File: config.mk
export PLATFORM = sky130hd
export DESIGN_NAME = block_luminance_to_ascii
export DESIGN_NICKNAME = d
export VERILOG_FILES = /design/src/rtl/core/blta_pkg.sv /design/src/rtl/core/blta_cell.sv /design/src/rtl/core/blta_pos.sv /design/src/rtl/core/block_luminance_to_ascii.sv
export SDC_FILE = /design/constraint.sdc
export NUM_CORES = 1
export LEC_CHECK = 0
export ABC_CLOCK_PERIOD_IN_PS = 16100
export BUFFER_PORTS_ARGS = -buffer_cell sky130_fd_sc_hd__buf_4
export CORE_ASPECT_RATIO = 0.9
export CORE_MARGIN = 4
export CORE_UTILIZATION = 46
export CTS_BUF_LIST = sky130_fd_sc_hd__clkbuf_8
export DETAILED_ROUTE_END_ITERATION = 7
export SLEW_MARGIN = 30
export SYNTH_ARGS = -nofsm -noshare
export SYNTH_HDL_FRONTEND = slang
export SYNTH_SLANG_ARGS = --single-unit
File: constraint.sdc
create_clock -name aclk -period 16.1 [get_ports aclk]
set_clock_uncertainty 0.05 [all_clocks]
set_input_delay 1.61 -clock aclk [delete_from_list [all_inputs] [get_ports aclk]]
set_output_delay 1.61 -clock aclk [all_outputs]
set_load 0.01 [all_outputs]
File: src/rtl/core/blta_pkg.sv
// Shared types, sizes and helper functions for the block luminance to ASCII converter.
// No dependencies. Used by every module under rtl/core.
package blta_pkg;

    // Canvas geometry
    localparam int BYTES_PER_ROW  = 40;
    localparam int ROWS_PER_BLOCK = 6;
    localparam int GRID_ROWS      = 22;

    // Field widths
    localparam int PIX_W   = 8;
    localparam int COL_W   = 6;
    localparam int RIB_W   = 3;
    localparam int ROW_W   = 5;
    localparam int SUM_W   = 7;
    localparam int GLYPH_W = 7;
    localparam int PSUM_W  = 4;

    // Luminance quantization
    localparam int LEVELS    = 10;
    localparam int LEVEL_W   = 4;
    localparam int SUM_MAX   = 12 * ROWS_PER_BLOCK;
    localparam int SCALED_W  = 11;
    localparam int PIX_MASK  = 3;

    typedef logic [GLYPH_W-1:0] glyph_code_t;

    // Glyph ramp, darkest first
    localparam glyph_code_t GLYPHS [LEVELS] = '{
        7'h20, 7'h2E, 7'h3A, 7'h2D, 7'h3D, 7'h2B, 7'h2A, 7'h23, 7'h25, 7'h40
    };

    typedef struct packed {
        logic [PIX_W-1:0] pixel_byte;
        logic             frame_start;
    } in_item_t;

    typedef struct packed {
        logic [GLYPH_W-1:0] glyph;
        logic [COL_W-1:0]   glyph_column;
        logic [ROW_W-1:0]   glyph_row;
        logic               frame_done;
    } out_item_t;

    // Raster position of the byte being processed
    typedef struct packed {
        logic [COL_W-1:0] byte_column;
        logic [RIB_W-1:0] row_in_block;
        logic [ROW_W-1:0] block_row;
    } pos_t;

    // Sum of the four 2-bit pixels in a byte
    function automatic logic [PSUM_W-1:0] pixel_sum(input logic [PIX_W-1:0] b);
        logic [PSUM_W-1:0] p0, p1, p2, p3;
        p0 = PSUM_W'(b[7:6] & 2'(PIX_MASK));
        p1 = PSUM_W'(b[5:4] & 2'(PIX_MASK));
        p2 = PSUM_W'(b[3:2] & 2'(PIX_MASK));
        p3 = PSUM_W'(b[1:0] & 2'(PIX_MASK));
        return p0 + p1 + p2 + p3;
    endfunction

    // Block sum to glyph: level = round half up of sum*9/SUM_MAX, clamped.
    // The level counts the multiples of SUM_MAX that the scaled sum reaches,
    // so the top level caps itself.
    function automatic glyph_code_t glyph_of_sum(input logic [SUM_W-1:0] s);
        logic [SCALED_W-1:0] scaled;
        logic [LEVEL_W-1:0]  lvl;
        scaled = SCALED_W'(s) * SCALED_W'(LEVELS - 1) + SCALED_W'(SUM_MAX / 2);
        lvl    = '0;
        for (int k = 1; k < LEVELS; k++) begin
            if (scaled >= SCALED_W'(k * SUM_MAX)) begin
                lvl = lvl + 1'b1;
            end
        end
        return GLYPHS[lvl];
    endfunction

endpackage

File: src/rtl/core/blta_cell.sv
// One accumulator cell of the column ring: holds one column's partial block sum.
// Depends on blta_pkg for the sum width.
module blta_cell (
    input  logic                          aclk,
    input  logic                          shift_en,
    input  logic [blta_pkg::SUM_W-1:0]    d,
    output logic [blta_pkg::SUM_W-1:0]    q
);

    logic [blta_pkg::SUM_W-1:0] sum_reg;

    // Take the neighbor's value on every transfer
    always_ff @(posedge aclk) begin
        if (shift_en) begin
            sum_reg <= d;
        end
    end

    assign q = sum_reg;

endmodule

File: src/rtl/core/blta_pos.sv
// Raster position counters: byte column, row within block, block row.
// Depends on blta_pkg for geometry constants and pos_t.
module blta_pos (
    input  logic               aclk,
    input  logic               aresetn,
    input  logic               advance,
    input  logic               frame_start,
    output blta_pkg::pos_t     pos
);

    blta_pkg::pos_t pos_reg;
    blta_pkg::pos_t pos_next;

    // frame_start restarts the frame before the current byte is placed
    assign pos = frame_start ? '0 : pos_reg;

    // Column, then row in block, then block row, each wrapping
    always_comb begin
        pos_next = pos;
        if ({1'b0, pos.byte_column} + 1'b1 >= (blta_pkg::COL_W + 1)'(blta_pkg::BYTES_PER_ROW)) begin
            pos_next.byte_column = '0;
            if ({1'b0, pos.row_in_block} + 1'b1 >=
                (blta_pkg::RIB_W + 1)'(blta_pkg::ROWS_PER_BLOCK)) begin
                pos_next.row_in_block = '0;
                if ({1'b0, pos.block_row} + 1'b1 >=
                    (blta_pkg::ROW_W + 1)'(blta_pkg::GRID_ROWS)) begin
                    pos_next.block_row = '0;
                end else begin
                    pos_next.block_row = pos.block_row + 1'b1;
                end
            end else begin
                pos_next.row_in_block = pos.row_in_block + 1'b1;
            end
        end else begin
            pos_next.byte_column = pos.byte_column + 1'b1;
        end
    end

    always_ff @(posedge aclk) begin
        if (!aresetn) begin
            pos_reg <= '0;
        end else if (advance) begin
            pos_reg <= pos_next;
        end
    end

endmodule

File: src/rtl/core/block_luminance_to_ascii.sv
// Top level: packed 2-bpp canvas bytes in, one ASCII glyph out per 4x6-pixel block.
// Depends on blta_pkg, blta_cell and blta_pos.
//
//  channel   direction  ports                       payload
//  -------   ---------  --------------------------  -------------------------------------
//  s_        in         s_valid, s_ready, s_data    pixel_byte, frame_start
//  m_        out        m_valid, m_ready, m_data    glyph, glyph_column, glyph_row, frame_done
//
// One byte is taken per cycle while s_ready is high; the column ring of 40 cells shifts once per transfer,
// so its head always holds the running sum of the column now arriving.
// A glyph appears on m_ after the last-row byte of its block passes stage 1 and the output register.
// Reset clears the counters and pipeline valids only; the ring fills on the first row.
// With m_ready low, one glyph waits in the output register and one more in the sum
// stage; s_ready drops only when both are held.
module block_luminance_to_ascii (
    input  logic                  aclk,
    input  logic                  aresetn,
    input  logic                  s_valid,
    output logic                  s_ready,
    input  blta_pkg::in_item_t    s_data,
    output logic                  m_valid,
    input  logic                  m_ready,
    output blta_pkg::out_item_t   m_data
);

    localparam int NCELL = blta_pkg::BYTES_PER_ROW;

    logic                          s_xfer;
    blta_pkg::pos_t                pos;
    logic [blta_pkg::SUM_W-1:0]    ring_q [NCELL];
    logic [blta_pkg::SUM_W-1:0]    head_sum;
    logic [blta_pkg::SUM_W-1:0]    new_sum;
    logic                          emit;
    logic                          last_pos;
    logic                          out_load;

    logic                          s1_valid_reg;
    logic [blta_pkg::SUM_W-1:0]    s1_sum_reg;
    logic [blta_pkg::COL_W-1:0]    s1_col_reg;
    logic [blta_pkg::ROW_W-1:0]    s1_row_reg;
    logic                          s1_done_reg;

    logic                          m_valid_reg;
    blta_pkg::out_item_t           m_data_reg;
    blta_pkg::out_item_t           m_data_next;

    // Handshake: stage 1 frees up when empty or when it drains into the output
    assign out_load = s1_valid_reg && (!m_valid_reg || m_ready);
    assign s_ready  = !s1_valid_reg || out_load;
    assign s_xfer   = s_valid && s_ready;

    blta_pos u_pos (
        .aclk        (aclk),
        .aresetn     (aresetn),
        .advance     (s_xfer),
        .frame_start (s_data.frame_start),
        .pos         (pos)
    );

    // Accumulate: first row of a block overwrites, later rows add
    assign head_sum = ring_q[NCELL-1];
    assign new_sum  = ((pos.row_in_block == '0) ? '0 : head_sum)
                    + blta_pkg::SUM_W'(blta_pkg::pixel_sum(s_data.pixel_byte));
    assign emit     = (pos.row_in_block == blta_pkg::RIB_W'(blta_pkg::ROWS_PER_BLOCK - 1));
    assign last_pos = (pos.block_row == blta_pkg::ROW_W'(blta_pkg::GRID_ROWS - 1))
                   && (pos.byte_column == blta_pkg::COL_W'(blta_pkg::BYTES_PER_ROW - 1));

    // Column ring: new sum enters cell 0, the oldest leaves at the head
    genvar gi;
    generate
        for (gi = 0; gi < NCELL; gi++) begin : g_cell
            if (gi == 0) begin : g_first
                blta_cell u_cell (
                    .aclk     (aclk),
                    .shift_en (s_xfer),
                    .d        (new_sum),
                    .q        (ring_q[gi])
                );
            end else begin : g_rest
                blta_cell u_cell (
                    .aclk     (aclk),
                    .shift_en (s_xfer),
                    .d        (ring_q[gi-1]),
                    .q        (ring_q[gi])
                );
            end
        end
    endgenerate

    // Stage 1: finished block sum and its grid position
    always_ff @(posedge aclk) begin
        if (!aresetn) begin
            s1_valid_reg <= 1'b0;
        end else if (s_xfer) begin
            s1_valid_reg <= emit;
        end else if (out_load) begin
            s1_valid_reg <= 1'b0;
        end
        if (s_xfer) begin
            s1_sum_reg  <= new_sum;
            s1_col_reg  <= pos.byte_column;
            s1_row_reg  <= pos.block_row;
            s1_done_reg <= last_pos;
        end
    end

    // Stage 2: quantize to a glyph into the output register
    always_comb begin
        m_data_next.glyph        = blta_pkg::glyph_of_sum(s1_sum_reg);
        m_data_next.glyph_column = s1_col_reg;
        m_data_next.glyph_row    = s1_row_reg;
        m_data_next.frame_done   = s1_done_reg;
    end

    always_ff @(posedge aclk) begin
        if (!aresetn) begin
            m_valid_reg <= 1'b0;
        end else if (out_load) begin
            m_valid_reg <= 1'b1;
        end else if (m_ready) begin
            m_valid_reg <= 1'b0;
        end
        if (out_load) begin
            m_data_reg <= m_data_next;
        end
    end

    assign m_valid = m_valid_reg;
    assign m_data  = m_data_reg;

`ifndef SYNTHESIS
    // A last-row transfer always leaves a pending result in stage 1
    a_emit_fills_s1: assert property (@(posedge aclk) disable iff (!aresetn)
        s_xfer && emit |=> s1_valid_reg)
        else $error("last-row byte did not produce a pending glyph");

    // Input stalls only when stage 1 holds a result that cannot move
    a_stall_needs_full: assert property (@(posedge aclk) disable iff (!aresetn)
        !s_ready |-> s1_valid_reg && m_valid_reg && !m_ready)
        else $error("input stalled with room in the pipeline");

    // Frame end flag only at the last grid position
    a_done_pos: assert property (@(posedge aclk) disable iff (!aresetn)
        m_valid && m_data.frame_done |->
            m_data.glyph_column == blta_pkg::COL_W'(blta_pkg::BYTES_PER_ROW - 1) &&
            m_data.glyph_row == blta_pkg::ROW_W'(blta_pkg::GRID_ROWS - 1))
        else $error("frame_done away from the last grid cell");

    // Nothing pending right after reset
    a_reset_empty: assert property (@(posedge aclk)
        !aresetn |=> !m_valid_reg && !s1_valid_reg)
        else $error("pipeline valid after reset");
`endif

endmodule
==> summary.md <==
| Metric | Value |
|---|---|
| Drt wl/cell | `16.5 µm` |
| Post-synthesis area per instance | `17.5 µm²` |
| Required @ worst endpoint | `16,370 ps` |
| Grt total ovfl | `0` |
| Worst Tran Pin Value | `803 ps` |
| Fin. max-slew vios | `0` |
| Synth Warn # | `0` |
| Crit Path Max Fanout | `9` |
| Die width | `181 µm` |
| Post-synthesis async set-or-reset flop share | `0` |
| Area growth, synth to finish | `12.7%` |
| Setup CP Type | `reg -> reg` |
| EDFF count, synth | `311` |
| Layout cells sized above 1 | `0.146` |
| Total power | `2.62 mW` |
| Max frequency | `122 MHz` |
| Skew-Pair Late Insertion Delay | `570 ps` |
| Diode count | `0` |
| Predominant post-synthesis flop cell | `edfxtp_1` |
| RSZ-0062 raised after global routing | `false` |
| Worst VDD drop | `0.167 mV` |
| Max Buffers Root-to-Sink | `3` |
| Initial Util | `0.472` |
| Setup tns final | `0 ps` |
| Area of the multi-input gates | `2620 µm²` |
| Most frequent cells in the layout | `311 x edfxtp_1, 51 x clkbuf_8, 41 x inv_1` |
| CTS sink cnt | `327` |
| Final GP Congestion | `0.776` |
| Slowest-stage cell, CP | `ha_1` |
| CP arrival | `8440 ps` |
| IO Pins | `34` |
| Routed wire length | `19,300 µm` |
| Slowest Stage Delay on Critical Path | `450 ps` |
| DRC | `0` |
| Clock slew at reported path FFs | `70 ps` |
| Antenna violations before repair | `0` |
| Core area | `26,300 µm²` |
| Class of the worst hold path | `reg -> reg` |
| # rows | `56` |
| Die footprint | `29,700 µm²` |
| Largest net degree at the start of global routing | `150` |
| Hold Vio Cnt, Final | `0` |
| Maximum capacitance violations | `0` |
| TritonCTS clock tree | `yes` |
| Vias in the first global route | `6,172` |
| Max FFs per register | `273` |
| Mapped Cells | `712` |
| Synthesized cell area | `12,400 µm²` |
| Final min period | `8170 ps` |
| Filler cell count in the final layout | `2,162` |
| Chip height | `164 µm` |
| First-pass DRT Iterations | `5` |
| Postcts setup bufs | `0` |
| Seq. cell area | `9660 µm²` |
| Antenna Nets Post-Route | `0` |
| Pleak | `5.04 nW` |
| Total Nets Final | `841` |
| Kind of start point of the critical path | `flip-flop` |
| Flop-to-flop setup slack | `7930 ps` |
| Initial drt markers | `418` |
| Mapped Nets | `767` |
| Crit share post-route | `0.507` |
| Status | `finished clean` |
| Resized cells post-CTS | `0` |
| CTS Buf Count | `50` |
| HPWL Detailed | `11,100 µm` |
| Commonest non-fill, non-tap cell in the layout | `edfxtp_1` |
| Via density | `5.19` |
| Htree depth | `2` |
| Slew margin rel. | `0.465` |
| Hold-fix buffer count after cts | `0` |
| Via count | `6,069` |
| First-pass GRT wire length | `31,800 µm` |
| #FFs+latches synth | `327` |
| GRT Total Usage | `0.131` |
| Pwr per Cell Area | `187 nW/µm²` |
| Clk root buf | `clkbuf_8` |
| Final setup viols | `0` |
| Port-buffer cells | `33` |
| CP endpoint kind | `flip-flop` |
| Cell mode on critical path | `ha_1` |
| Synth cell types | `73` |
| Sequential area share after synthesis | `0.777` |
final timing paths:
kind,cells past startpoint,end,startpoint
hold / removal,0,g_cell[4].g_rest.u_cell.q[3]$_DFFE_PP_,g_cell[3].g_rest.u_cell.q[3]$_DFFE_PP_
setup / recovery,36,m_data[12]$_DFFE_PP_,s1_sum_reg[1]$_DFFE_PP_
setup reg to reg,36,m_data[12]$_DFFE_PP_,s1_sum_reg[1]$_DFFE_PP_
hold reg to reg,0,g_cell[4].g_rest.u_cell.q[3]$_DFFE_PP_,g_cell[3].g_rest.u_cell.q[3]$_DFFE_PP_
cell usage after synthesis (all sizes together) (4+ instances only):
library cell	number	area, µm²
edfxtp	311	9340
nand2	38	143
ha	35	438
nor2	29	119
o21ai	28	144
a21oi	27	135
inv	24	90.1
nor2b	22	138
dfxtp	16	320
and2	14	90.1
nand3	12	60.1
nor3	11	55.1
xnor2	11	123
xor2	10	95.1
clkbuf	7	26.3
fa	7	140
nand2b	7	43.8
o21a	7	52.6
a31oi	6	43.8
buf	6	36.3
a22oi	5	37.5
mux2i	5	50.1
nor4	5	46.3
a211oi	4	42.5
a21boi	4	30.0
a21o	4	30.0
and3	4	25.0
o221ai	4	35.0
per-layer routing:
metal | up-vias | GRT usage | part of all wire
li1 | 2881 | - | -
met3 | 47 | 0.0317 | 0.049
met5 | - | 0 | 0
met1 | 3007 | 0.190 | 0.49
met2 | 134 | 0.194 | 0.44
met4 | 0 | 0.0518 | 0.026
logic make-up after synthesis:
group / after synthesis / synth area share
DFF: 327 / 0.777
AOI/OAI and AO/OA: 116 / 0.0664
and+or+nand+nor: 159 / 0.0696
adders and majority gates: 42 / 0.0465
muxes: 6 / 0.00493
xor gates and xnor gates: 24 / 0.0230
buffers and inverters: 38 / 0.0126
stage by stage:
step	cell area [µm²]	setup slack (ps)	util	instances	hold slack (ps)
detailed placement	13100	7910	0.496	1082	355
global route	14000	7150	0.532	1169	368
CTS	14000	7900	0.531	1169	357
global placement	13100	8130	0.496	1082	351
floorplan	12400	5930	-	712	350
finish	14000	7930	0.532	1169	355
layout make-up:
type,count,share of cell area
clock buffers,51,0.0501
clock inverters,36,0.0153
inverters,25,0.00759
multi-input cells,347,0.187
flip-flops and latches,327,0.690
well taps,348,0.0311
repair buffers,35,0.0190
power breakdown:
| group | internal (mW) | switching (mW) |
|---|---|---|
| logic | 0.405 | 0.550 |
| registers | 1.02 | 0.0151 |
| clock network | 0.328 | 0.304 |
| total | 1.75 | 0.869 |
worst max-delay path, delay by kind of cell (launching register included):
| kind | cells | cell delay, ps |
|---|---|---|
| adder cells (fa/ha/maj) | 11 | 3500 |
| XOR/XNOR | 1 | 270 |
| AO/OA/AOI/OAI | 10 | 1630 |
| AND/OR/NAND/NOR | 10 | 1420 |
| buffers and inverters | 2 | 150 |
| flip-flops | 1 | 420 |
| multiplexers | 2 | 440 |
Power figures use the tool's default switching activity.
